<file path="src/design/btt_pkg.sv">
// Shared constants, codes and entry layout for the bounded transposition table.
package btt_pkg;

	// Table size; must be a power of two so that slot and key map by their low bits.
	localparam int TABLE_ENTRIES = 1024;
	localparam int IDX_W         = $clog2(TABLE_ENTRIES);

	localparam int KEY_W   = 64;
	localparam int VALUE_W = 32;
	localparam int DEPTH_W = 8;
	localparam int BOUND_W = 2;
	localparam int OP_W    = 2;
	localparam int SLOT_W  = 10;

	localparam logic [OP_W-1:0] OP_PROBE  = 2'd0;
	localparam logic [OP_W-1:0] OP_RECORD = 2'd1;
	localparam logic [OP_W-1:0] OP_UPDATE = 2'd2;
	localparam logic [OP_W-1:0] OP_CLEAR  = 2'd3;

	localparam logic [BOUND_W-1:0] BOUND_EXACT = 2'd0;
	localparam logic [BOUND_W-1:0] BOUND_UPPER = 2'd1;
	localparam logic [BOUND_W-1:0] BOUND_LOWER = 2'd2;

	localparam logic signed [VALUE_W-1:0] UNKNOWN_RESET = 32'sh8000_0000;

	typedef struct packed {
		logic signed [VALUE_W-1:0] value;
		logic [DEPTH_W-1:0]        depth;
		logic [BOUND_W-1:0]        bound;
	} info_t;

	localparam int INFO_W = $bits(info_t);

endpackage

</file>
<file path="src/design/btt_resolve.sv">
// Probe decision: key and depth match, then bound kind against the alpha-beta window.
module btt_resolve import btt_pkg::*; (
	input  logic [KEY_W-1:0]          stored_key,
	input  info_t                     stored_info,
	input  logic [KEY_W-1:0]          req_key,
	input  logic [DEPTH_W-1:0]        req_depth,
	input  logic signed [VALUE_W-1:0] alpha,
	input  logic signed [VALUE_W-1:0] beta,
	input  logic signed [VALUE_W-1:0] unknown_value,
	output logic                      hit,
	output logic signed [VALUE_W-1:0] value
);

	logic match;

	assign match = (stored_key == req_key) && (stored_info.depth == req_depth);

	always_comb begin
		hit   = 1'b0;
		value = unknown_value;
		if (match) begin
			case (stored_info.bound)
				BOUND_EXACT: begin
					hit   = 1'b1;
					value = stored_info.value;
				end
				BOUND_UPPER: begin
					if (stored_info.value <= alpha) begin
						hit   = 1'b1;
						value = alpha;
					end
				end
				BOUND_LOWER: begin
					if (stored_info.value >= beta) begin
						hit   = 1'b1;
						value = beta;
					end
				end
				default: begin
					hit   = 1'b0;
					value = unknown_value;
				end
			endcase
		end
	end

endmodule

</file>
<file path="config.mk">
export PLATFORM = sky130hd
export DESIGN_NAME = btt_resolve
export DESIGN_NICKNAME = d
export VERILOG_FILES = /design/src/design/btt_pkg.sv /design/src/design/btt_resolve.sv
export SDC_FILE = /design/constraint.sdc
export NUM_CORES = 1
export LEC_CHECK = 0
export BUFFER_PORTS_ARGS = -buffer_cell sky130_fd_sc_hd__buf_4
export CAP_MARGIN = 10
export CORE_AREA = 2 2 120 122
export DETAILED_ROUTE_END_ITERATION = 12
export DIE_AREA = 0 0 122 124
export PLACE_DENSITY = 0.65
export SETUP_SLACK_MARGIN = 0.15
export SYNTH_ARGS = -nofsm -noshare
export SYNTH_HDL_FRONTEND = slang
export SYNTH_SLANG_ARGS = --single-unit
</file>
<file path="constraint.sdc">
create_clock -name vclk -period 2.9
set_clock_uncertainty 0.1 [all_clocks]
set_input_delay 0.435 -clock vclk [all_inputs]
set_output_delay 0.435 -clock vclk [all_outputs]
set_load 0.01 [all_outputs]
</file>
Word level (Yosys, flattened, before mapping)
Index checks and enable logic that the tools add are counted.
{"block": "word_totals", "in_bits": 274, "out_inout_bits": 33, "ff_bits": 0}
{"block": "op_classes", "n_eq_ne": 4, "mux": 8, "order_cmp": 2, "reduce_logical": 2}
{"cell": "32-bit two-way mux", "n": 3}
{"cell": "32-bit case mux with 3 select lines", "n": 1}
{"cell": "64-bit equality test", "n": 1}
{"cell": "32-bit greater-or-equal comparator", "n": 1}
{"cell": "32-bit less-or-equal comparator", "n": 1}
{"cell": "8-bit equality test", "n": 1}
{"cell": "1-bit two-way mux", "n": 3}
{"cell": "1-bit case mux with 3 select lines", "n": 1}
{"cell": "2-bit by 1-bit equality test with 1-bit output (second input constant)", "n": 1}
{"cell": "2-bit equality test (second input constant)", "n": 1}
{"cell": "2-bit logical NOT", "n": 1}
{"cell": "1-bit logical AND", "n": 1}

Depth between registers and ports, before layout
{"block": "depth", "word_depth": 4, "mapped_depth": 11}

Worst setup path after synthesis
Ideal clock, no wire load.
{"block": "synth_path", "kind": "input to output", "startpoint": "input port alpha[31]", "endpoint": "output port value[10]", "stages": 11, "slack_ps": -139, "t_required_ps": 2365, "t_arrival_ps": 2504, "cell_sequence": "inv_1 -> ha_1 -> buf_4 -> nand4_2 -> or3_4 -> o221ai_2 -> a21oi_2 -> xor2_1 -> a221oi_4 -> buf_6 -> o221ai_2"}
{"block": "synth_between", "elab_chain_len": 4}
{"element": "start, declared", "line_no": "btt_resolve.sv:7", "source": "input logic signed [VALUE_W-1:0] alpha,"}
{"element": "32-bit less-or-equal comparator", "line_no": "btt_resolve.sv:28", "source": "if (stored_info.value <= alpha) begin"}
{"element": "32-bit two-way mux", "line_no": "btt_resolve.sv:28"}
{"element": "32-bit case mux with 3 select lines", "line_no": "btt_resolve.sv:22", "source": "case (stored_info.bound)"}
{"element": "32-bit two-way mux", "line_no": "btt_resolve.sv:21", "source": "if (match) begin"}
{"element": "end, declared", "line_no": "btt_resolve.sv:11", "source": "output logic signed [VALUE_W-1:0] value"}
No other way between the ends.

Worst setup path after layout
{"block": "layout_path", "startpoint": "input port beta[29]", "endpoint": "output port value[16]"}
{"block": "layout_between", "elab_chain_len": 4}
{"element": "start, declared", "line_no": "btt_resolve.sv:8", "source": "input logic signed [VALUE_W-1:0] beta,"}
{"element": "32-bit greater-or-equal comparator", "line_no": "btt_resolve.sv:34", "source": "if (stored_info.value >= beta) begin"}
{"element": "32-bit two-way mux", "line_no": "btt_resolve.sv:34"}
{"element": "32-bit case mux with 3 select lines", "line_no": "btt_resolve.sv:22"}
{"element": "32-bit two-way mux", "line_no": "btt_resolve.sv:21"}
No other way between the ends.

==> reports/qor.csv <==
metric;value;unit
yosys.cell_types.count;53;
synth_mux_area_share;5.42;%
final.fill_count;1207;
hp-start;beta[6];
synth_compound_area_share;30.1;%
cp.arrival;2.92;ns
syn_avg_cell_area;7.42;µm²
leakage;3.69;nW
synth_top_area_share;21.4;%
ys_top_cells_by_area;ha_1 21%, xnor2_1 15%, inv_1 8.3%;
dr.pass1.iters;4;
place_hpwl;15000;µm
max_freq;290;MHz
layout.nets;1242;
slew_headroom;69.8;%
syn_nets;842;
violations;setup timing;
port_buffers;307;
stdcell_count;1082;
seq_cell_count;0;
io_pins;307;
rows;43;
cp_top_family;buffers and inverters;
status;complete, but fails checks;
n_antenna_cell;0;
crit_chain;buf_6, inv_4, ha_4, nand4_1, buf_4, buf_4, o311ai_1, buf_4, mux2i_4, buf_6, buf_12, buf_16, mux2i_1, a211o_1, o211ai_1, buf_4;
worstSetupEndpointType;primary output;
start_util;27.3;%
required;2.37;ns
area_growth_syn_to_layout;118;%
place_inst;1061;
synth-adder-area-share;21.4;%
worst-path-buf-inv;9;
holdPathStages;4;
p_per_area;144;mW/mm²
ff_latch_area;0;µm²
critPathMaxStageDelay;0.31;ns
via_per_inst;4.94;
rsz0062_at_grt;yes;
grt_max_degree;40;
crit_slowest_cell;o311ai_1;
hold_violations;0;
synth_area_leader_cell;ha_1;
fin_util;59.4;%
wl_per_cell;16.8;µm
antenna_found_initial;0;
grt_pass1_vias;5454;
period_minus_slack;3.45;ns
crit_path_frequent_cell;buf_4;
crit_path_max_fanout;6;
synth-simple-area-share;15.6;%
synth_xor_area_share;16.4;%
ir_drop;0.0709;mV
setup_tns;-16.63;ns
drc;0;
worst-setup-path-type;in -> out;
finalSetupViolations;33;
finalHoldWorstSlack;1.09;ns
timing.final.crit_share;119;%
coreArea;0.0137;mm²
synthesis.area;0.00374;mm²
ant_nets;0;
maxCapViolCount;0;
num_vias;5341;
gr-total-overflow;0;
power;0.00117;W
grt_usage;22.1;%
min_path_type;in -> out;
fp.dieH;124;µm
wl;18200;µm
ys.warnings.count;0;
multi_input_area;0.00413;mm²
synth.most_common_cell;inv_1;
gp_congestion;0.873;
grt_pass1_wl;26700;µm
min_to;value[6];
die_w;122;µm
start_kind;input pin;
netlist_instances;504;
worst_pin_slew;0.453;ns
drv_slew;0;
setup_slack;-0.553;ns
ys_seq_area_share;0;%
synth_top_family_by_area;compound AO/OA/AOI/OAI gates;
drt-initial-drc-count;225;
clkbuf_count;0;
drive_above_1_share;60.5;%
synth_commonest_cells;83 x inv_1, 66 x xnor2_1, 64 x ha_1;
die_area;0.0151;mm²
==> logic make-up (layout without fill, tap and decap cells) <==
family                     Yosys count  count (layout)
buffers and inverters              102             500
and+or+nand+nor                    103             103
muxes                               19              19
xor gates and xnor gates            70              70
adders and majority gates           64              64
AOI/OAI and AO/OA                  146             146
==> worst max path at each step <==
| stage | start | end | slack, ns | cells past startpoint |
|---|---|---|---|---|
| after floorplan | alpha[31] | value[10] | -0.05 | 11 |
| after global placement | beta[13] | value[9] | -0.53 | 13 |
| after detailed placement | beta[13] | value[3] | -0.57 | 13 |
| after CTS | stored_info[41] | value[31] | -0.42 | 15 |
| after global routing | beta[29] | value[16] | -0.65 | 17 |
| final | beta[29] | value[16] | -0.55 | 16 |
==> tightest hold or removal path, cell delays in order <==
cell	delay [ns]
buf_4	0.09
a32oi_1	0.06
o221ai_2	0.06
buf_4	0.12
==> metrics by stage <==
step / instance area (µm²) / setup WS [ns]
3_5_place_dp: 7190 / -0.568
4_1_cts: 7860 / -0.425
3_3_place_gp: 7190 / -0.534
5_1_grt: 8140 / -0.653
2_1_floorplan: 4010 / -0.0464
6_report: 8140 / -0.553
==> power breakdown <==
| group | leakage (nW) | internal [W] | switching (W) |
|---|---|---|---|
| clock network | 0 | 0 | 0 |
| registers | 0 | 0 | 0 |
| logic | 3.69 | 0.000688 | 0.000481 |
==> cells in the final DEF (no fill, tap or decap), drive strengths merged, types with 2 or more instances in the layout <==
cell type  netlist  final
buf              8    413
inv             83     83
xnor2           66     66
ha              64     64
a21oi           29     29
o21ai           29     29
nand4           28     28
nor2            23     23
o211ai          22     22
mux2i           19     19
a211o           17     17
o221ai          16     16
nand2           15     15
a32oi           13     13
nand3           10     10
nor4             7      7
nor3             5      5
nor2b            4      4
xor2             4      4
a211oi           4      4
and4             3      3
a21o             3      3
o21a             2      2
or3              2      2
nand2b           2      2
clkinv           2      2
clkbuf           9      2
a221oi           2      2
o32ai            2      2
==> area by class of cell <==
type / instances / area share [%]
Timing Repair Buffer: 415 / 42.1
Multi-Input combinational cell: 402 / 50.7
Tap cell: 180 / 2.77
Inverter: 85 / 4.50
==> repair_timing <==
item	CTS	global route
endpoints found under the setup margin	33	33
hold buffers	0	0
buffers inserted	12	6
resized for setup	92	38
gates cloned	1	2
pin swaps	39	14
==> routing by layer <==
| metal | up-vias | routed length, µm | track usage, % |
|---|---|---|---|
| met5 | - | 0 | 0 |
| met4 | 0 | 289 | 2.87 |
| met3 | 25 | 1260 | 2.61 |
| met2 | 218 | 9390 | 42.5 |
| met1 | 2431 | 7290 | 26.8 |
| li1 | 2667 | - | - |
(Power assumes the default switching activity.)
