[config.mk]
export PLATFORM = sky130hd
export DESIGN_NAME = btt_ram
export DESIGN_NICKNAME = d
export VERILOG_FILES = /design/src/design/btt_ram.sv
export SDC_FILE = /design/constraint.sdc
export NUM_CORES = 1
export LEC_CHECK = 0
export ABC_CLOCK_PERIOD_IN_PS = 3130
export BUFFER_PORTS_ARGS = -buffer_cell sky130_fd_sc_hd__buf_2
export CORE_MARGIN = 2
export CORE_UTILIZATION = 46
export DETAILED_ROUTE_END_ITERATION = 10
export GPL_ROUTABILITY_DRIVEN = 0
export GPL_TIMING_DRIVEN = 0
export PLACE_DENSITY = 0.62
export SLEW_MARGIN = 20
export SYNTH_ARGS = -nofsm -noshare
export SYNTH_HDL_FRONTEND = slang
export SYNTH_SLANG_ARGS = --single-unit
export TNS_END_PERCENT = 30
[constraint.sdc]
create_clock -name clk -period 3.13 [get_ports clk]
set_input_delay 0.1565 -clock clk [delete_from_list [all_inputs] [get_ports clk]]
set_output_delay 0.1565 -clock clk [all_outputs]
set_load 0.05 [all_outputs]
[src/design/btt_ram.sv]
// Simple dual-port synchronous RAM with a registered read port.
module btt_ram #(
	parameter int WIDTH = 8,
	parameter int DEPTH = 16
) (
	input  logic                     clk,
	input  logic                     we,
	input  logic [$clog2(DEPTH)-1:0] waddr,
	input  logic [WIDTH-1:0]         wdata,
	input  logic                     re,
	input  logic [$clog2(DEPTH)-1:0] raddr,
	output logic [WIDTH-1:0]         rdata
);

	logic [WIDTH-1:0] mem_q [DEPTH];

	always_ff @(posedge clk) begin
		if (we) begin
			mem_q[waddr] <= wdata;
		end
	end

	always_ff @(posedge clk) begin
		if (re) begin
			rdata <= mem_q[raddr];
		end
	end

endmodule

# After elaboration in Yosys (flattened, before gate mapping)
# Memory sizes are Yosys's and may differ from the RTL's. A register that Yosys moved wholly into a read port is not among the register bits.
# Cells that the tools add are included.
[word_totals]
regBits = 0
latchBits = 0
ram_bits = 128
romBits = 0
inputBits = 19
wordCells = 3
n_memories = 1
[op_classes]
addsub = 0
multipliers = 0
div_mod_pow = 0
order_cmp = 0
n_eq_ne = 0
n_shift = 0
n_mux = 2
bitwise = 0
n_reduce_logical = 0
[mem_list]
columns = ["name", "depth", "width", "read_ports", "rd_ports_with_merged_regs", "wr", "line_no", "source"]
rows = [
  ["mem_q", 16, 8, 1, 1, 1, "15", "logic [WIDTH-1:0] mem_q [DEPTH];"],
]
[op_table]
columns = ["operator", "n"]
rows = [
  ["$mux W1", 2],
]

# Depth between registers and ports, before layout
# Gate-level depths: netlist of the first run.
[logic_depth]
word_depth = 2
depth_mapped = 5
depth_no_buf = 3

# Worst setup path after synthesis of the first run
# OpenSTA, ideal clock, no wires.
[synth_path]
kind = "input -> register"
start = "input waddr[2]"
end = "memory mem_q[0][0], enable pin"
t_arrival_ns = 1.266
slack_ns = 1.481
path_stages = 2
path_buffers = 0
cell_sequence = "or3b_2 -> nor3_1"
[synth_rtl]
columns = ["item", "line_no", "source"]
rows = [
  ["from (decl)", "8", "input logic [$clog2(DEPTH)-1:0] waddr,"],
  ["to (decl)", "15", ""],
]
# Straight into the memory's write port.

==> run summary, run 1 <==
Setup Skew -> 0.00630 ns
Slew @ Worst Pin -> 0.795 ns
Worst path slowest cell -> mux4_1
Commonest non-fill, non-tap cell in the layout -> edfxtp_1
Syn Area/Cell -> 22.8 sq um
First-pass GRT wire length -> 14.4 mm
Final-report setup violation count -> 0
Chip Height -> 111 microns
Synth top area share -> 78.1%
Largest net degree at the start of global routing -> 17
Worst hold path class -> primary input to register
WS Path Type -> register to register
Run status -> finished, final reports clean
Clock Latency Late Sink -> 0.41 ns
Min Hold Slack -> 0.105 ns
Layout fillers -> 817
Hpwl dp -> 6.00 mm
Min cycle time layout -> 1.65 ns
Worst-path maximum fanout -> 1
CTS H-tree depth -> 4
Sum of negative setup slack -> 0 ns
Fin crit share -> 52.7%
Placed Cells -> 394
Iteration count of the initial detailed-routing pass -> 4
Crit path max-delay family -> multiplexers
Leak pwr -> 2.04 nW
Final number of hold-violating endpoints -> 0
Die width -> 111 microns
Rows -> 38
Sequence of cells on the critical path -> mux4_1 -> a22oi_1 -> nand2_1
Setup repair bufs after CTS -> 0
Clock buffers created by TritonCTS -> 17
Seq cells post-synth -> 136
Ys Warns -> 0
Max Fclk -> 0.606 GHz
Top cells by area, synth -> edfxtp_1 78%, mux4_2 7.8%, mux4_1 7.0%
Syn Nets -> 248
Vias in the first global route -> 2,421
Synth unique cells -> 18
Slew HR -> 46.8%
I/O Buffers -> 25
Area growth syn-to-layout -> 17.0%
DRC Markers -> 0
Worst setup SP type -> register
Worst Path Arrival -> 1.78 ns
Most frequent cells in the layout -> 136 x edfxtp_1, 28 x buf_2, 18 x mux4_2, 17 x clkbuf_16, 16 x a22oi_1
PD cells -> 684 nW/um^2
CTS root buffer -> clkbuf_16
Die ar. -> 12,200 sq um
Initial antenna violation count -> 0
Routed Antenna Nets -> 0
Worst Setup End Kind -> register
Total routed wirelength -> 9.66 mm
Fin nets -> 292
Antenna cell count -> 0
Clk sink count -> 136
Grt ovf -> 0
CP required -> 3.26 ns
Vias per cell -> 5.61
Core ar. -> 11,000 sq um
Hold buffer count at CTS -> 0
Worst Path Buf+Inv -> 0
Slowest Stage Delay on Critical Path -> 0.56 ns
Post-Synthesis Cells -> 229
Routed WL per cell -> 22.7 microns
Drt first-iter violations -> 141
Post-synth top area cell -> edfxtp_1
Clock Tree Buf Depth -> 2
VDD IR max -> 0.000283 V
Clock-pin transition on the worst setup and hold timing paths -> 0.06 ns
Fraction of layout cells with a size suffix above 1 -> 29.4%
I/O pin cnt -> 27
Max-capacitance violation count -> 0
PostCTS Resize Cnt -> 0
Synthesized area -> 5230 sq um
Pins Over Slew Limit -> 0
Initial core utilization -> 47.6%
Via count -> 2,388
Part of the Yosys area used for sequential elements -> 78.1%
Total GRT Usage -> 17.0%
Finished Layout Cells -> 426
CTS tree -> yes
RSZ-0062 raised after global routing -> false
[registers in the layout (all words and copies together) (netlist names)]
name and count:
mem_q 128, rdata 8
[cell families (layout without fill, tap and decap cells)]
family | Yosys count | after routing | synth area share [%]
AND/OR/NAND/NOR | 35 | 35 | 3.14
flip-flops | 136 | 136 | 78.1
multiplexers | 32 | 32 | 14.8
buffers and inverters | 10 | 67 | 1.65
AO/OA/AOI/OAI | 16 | 16 | 2.30
[per-stage QoR]
step	power, W	setup slack [ns]	instance area, sq um	util [%]
4_1_cts	0.00421	1.49	6120	55.7
3_5_place_dp	0.00232	1.27	5550	50.5
2_1_floorplan	0.00223	1.48	5230	-
5_1_grt	0.00432	1.46	6120	55.7
6_report	0.00418	1.48	6120	55.7
3_3_place_gp	0.00231	0.894	5530	50.3
[worst reg2reg max path, cell delays in order, from the launching register on]
cell	delay (ns)
edfxtp_1	0.34
mux4_1	0.56
a22oi_1	0.33
nand2_1	0.15
[area by class of cell]
cell class / instances / area, sq um / share of cell area (%)
flip-flops and latches: 136 / 4080 / 66.8
multi-input cells: 83 / 1080 / 17.6
clock buffers: 19 / 433 / 7.08
well taps: 140 / 175 / 2.86
clock inverters: 13 / 135 / 2.21
repair buffers: 25 / 125 / 2.05
plain buffers: 10 / 86.3 / 1.41
[power by group]
group	leakage, nW	internal [W]	switching (W)
clock	0.284	0.00123	0.000669
sequential	1.24	0.00205	0.00000829
combinational	0.523	0.0000793	0.000143
[synthesized netlist by cell type, drive strengths merged]
cell and count:
edfxtp 136, mux4 32, a22oi 16, nor2 13, nand2 9, buf 7, nor3 4, clkdlybuf4s25 3
nand2b 2, nand3b 2, and2 1, and2b 1, nand3 1, nor2b 1, or3b 1
[routing by layer]
metal  track usage (%)  wire length (microns)
met1              22.4                   4210
met2              26.5                   4960
met3              5.49                    413
met4              6.75                     84
met5                 0                      0
[final timing paths]
check | depth (start not counted) | startpoint | slack, ns | end
worst min register to register | 3 | mem_q[11][5] | 0.76 | rdata[5]
worst max register to register | 3 | mem_q[5][0] | 1.48 | rdata[0]
worst min-delay path | 1 | re | 0.11 | rdata[7]
worst max-delay path | 3 | mem_q[5][0] | 1.48 | rdata[0]
No activity file was read; power rests on OpenSTA's default activity.
==> run 2, diff against run 1 <==
--- a/config.mk
+++ b/config.mk
@@ -5,14 +5,14 @@
 export SDC_FILE = /design/constraint.sdc
 export NUM_CORES = 1
 export LEC_CHECK = 0
-export ABC_CLOCK_PERIOD_IN_PS = 3130
+export ABC_CLOCK_PERIOD_IN_PS = 1400
 export BUFFER_PORTS_ARGS = -buffer_cell sky130_fd_sc_hd__buf_2
 export CORE_MARGIN = 2
 export CORE_UTILIZATION = 46
 export DETAILED_ROUTE_END_ITERATION = 10
 export GPL_ROUTABILITY_DRIVEN = 0
 export GPL_TIMING_DRIVEN = 0
-export PLACE_DENSITY = 0.62
+export PLACE_DENSITY = 0.64
 export SLEW_MARGIN = 20
 export SYNTH_ARGS = -nofsm -noshare
 export SYNTH_HDL_FRONTEND = slang
==> constraint.sdc (replaced) <==
create_clock -name clk -period 1.4 [get_ports clk]
set_input_delay 0.07 -clock clk [delete_from_list [all_inputs] [get_ports clk]]
set_output_delay 0.07 -clock clk [all_outputs]
set_load 0.05 [all_outputs]
==> run summary, run 2 (same netlist as run 1, synthesis figures left out) <==
Worst r2r src -> mem_q[6][0]
Clk network pwr share -> 44.4%
Fin crit share -> 106%
Setup repair bufs after CTS -> 0
Worst hold path class -> primary input to register
Grt met1 use -> 23.9%
Crit path max-delay family -> multiplexers
Hold-critical path depth -> 1
Reg-to-reg endpoint -> rdata[0]
Switching part of the total power -> 20.3%
Fin nets -> 292
RSZ-0062 raised after global routing -> true
Rows -> 38
Gr busiest metal -> met2
Fraction of layout cells with a size suffix above 1 -> 35.0%
Routed Antenna Nets -> 0
Pins Over Slew Limit -> 0
Worst path slowest cell -> mux4_2
Grt ovf -> 0
Hpwl dp -> 5.97 mm
Largest regs -> mem_q x128, rdata x8
Logic gate share of total power -> 5.6%
Clock Tree Buf Depth -> 2
I/O pin cnt -> 27
Total routed wirelength -> 9.57 mm
Leak pwr -> 1.99 nW
WS Path Type -> register to register
CTS H-tree depth -> 4
Max-capacitance violation count -> 0
Clk sink count -> 136
Most frequent cells in the layout -> 136 x edfxtp_1, 28 x buf_2, 28 x mux4_2, 17 x clkbuf_16, 13 x nor2_1
CP required -> 1.55 ns
Die ar. -> 12,200 sq um
Hold buffer count at CTS -> 0
Largest net degree at the start of global routing -> 17
Sequence of cells on the critical path -> mux4_2 -> a22oi_2 -> nand2_1
First-pass GRT wire length -> 14.8 mm
Clock Latency Late Sink -> 0.41 ns
Iteration count of the initial detailed-routing pass -> 4
Top reg by flops -> mem_q
Final instance area -> 6090 sq um
WP depth -> 3
Setup Skew -> 0.00491 ns
Initial antenna violation count -> 0
Via count -> 2,390
Run status -> finished, violations left
VDD IR max -> 0.000901 V
Met3 Use GR -> 4.77%
Placed Cells -> 394
Post-DP Area -> 5550 sq um
Worst Path Buf+Inv -> 0
DRC Markers -> 0
Finished Layout Cells -> 426
Met2 GRT Util -> 25.9%
Commonest non-fill, non-tap cell in the layout -> edfxtp_1
Area growth syn-to-layout -> 16.5%
PD cells -> 1510 nW/um^2
Internal Pwr Total -> 0.00734 W
Vias per cell -> 5.61
Worst Path Arrival -> 1.63 ns
Total GRT Usage -> 17.0%
Vias in the first global route -> 2,487
Switch Pwr -> 0.00187 W
Core ar. -> 11,000 sq um
I/O Buffers -> 25
CTS root buffer -> clkbuf_16
Final-report setup violation count -> 3
Sequential share of power -> 50.0%
CTS tree -> yes
Slew HR -> 42.5%
Clock buffers created by TritonCTS -> 17
Worst R2R Setup Slack -> -0.08 ns
Die width -> 111 microns
Worst-path maximum fanout -> 1
Fin worst setup slack -> -0.0837 ns
Slew @ Worst Pin -> 0.860 ns
Max reg flops -> 128
Slowest Stage Delay on Critical Path -> 0.52 ns
Min cycle time layout -> 1.48 ns
Final number of hold-violating endpoints -> 0
Initial core utilization -> 47.6%
Setup crit end -> rdata[0]
Worst setup SP type -> register
Worst Setup End Kind -> register
Clock-pin transition on the worst setup and hold timing paths -> 0.06 ns
Max Fclk -> 0.674 GHz
Chip Height -> 111 microns
Routed WL per cell -> 22.5 microns
R2R cell count -> 3
Crit path launch -> mem_q[6][0]
Antenna cell count -> 0
Drt first-iter violations -> 170
Failing checks -> setup timing
run 2: final cells by class:
type	count	area (sq um)
Clock inverter	13	111
Clock buffer	19	433
Sequential cell	136	4080
Buffer	10	86.3
Fill cell	802	4890
Tap cell	140	175
Multi-Input combinational cell	83	1070
Timing Repair Buffer	25	125
run 2: routing by layer:
metal	share of wire, %	routed length [microns]
met2	49	4660
met4	1.5	140
met3	5.6	534
met5	0	0
met1	44	4240
run 2: stage by stage:
step                      total power (W)  util, %  setup TNS [ns]  hold slack, ns  worst slack (ns)
after floorplan                   0.00499        -               0           0.169            0.0476
after global placement            0.00517     50.4          -25.72           0.407            -0.490
after detailed placement          0.00519     50.5          -17.36           0.429            -0.393
after CTS                         0.00925     55.4          -0.275         0.00302           -0.0906
after global routing              0.00949     55.4          -0.255          0.0100           -0.0817
final                             0.00921     55.4          -0.149          0.0103           -0.0837
run 2: worst min-delay path by stage:
| stage | from | to | slack [ns] |
|---|---|---|---|
| after floorplan | wdata[0] | mem_q[0][0] | 0.17 |
| after global placement | re | rdata[3] | 0.41 |
| after detailed placement | re | rdata[3] | 0.43 |
| after CTS | re | rdata[5] | 0.003 |
| after global routing | re | rdata[2] | 0.01 |
| final | re | rdata[5] | 0.01 |
run 2: repair_timing:
action | 4_1_cts | 5_1_grt
endpoints found under the setup margin | 8 | 8
pin swaps | 6 | 6
gates resized for setup | 13 | 4
run 2: worst reg2reg max path, stage by stage, from the launching register on:
cell      delay (ns)
edfxtp_1        0.37
mux4_2          0.52
a22oi_2         0.23
nand2_1         0.11
run 2: power groups by stage:
stage / sequential [W] / clock, W / combinational, W
3_5_place_dp: 0.00469 / 0 / 0.000499
6_report: 0.00461 / 0.00409 / 0.000514
4_1_cts: 0.00461 / 0.00412 / 0.000516
5_1_grt: 0.00462 / 0.00432 / 0.000550
3_3_place_gp: 0.00469 / 0 / 0.000488
2_1_floorplan: 0.00476 / 0 / 0.000232
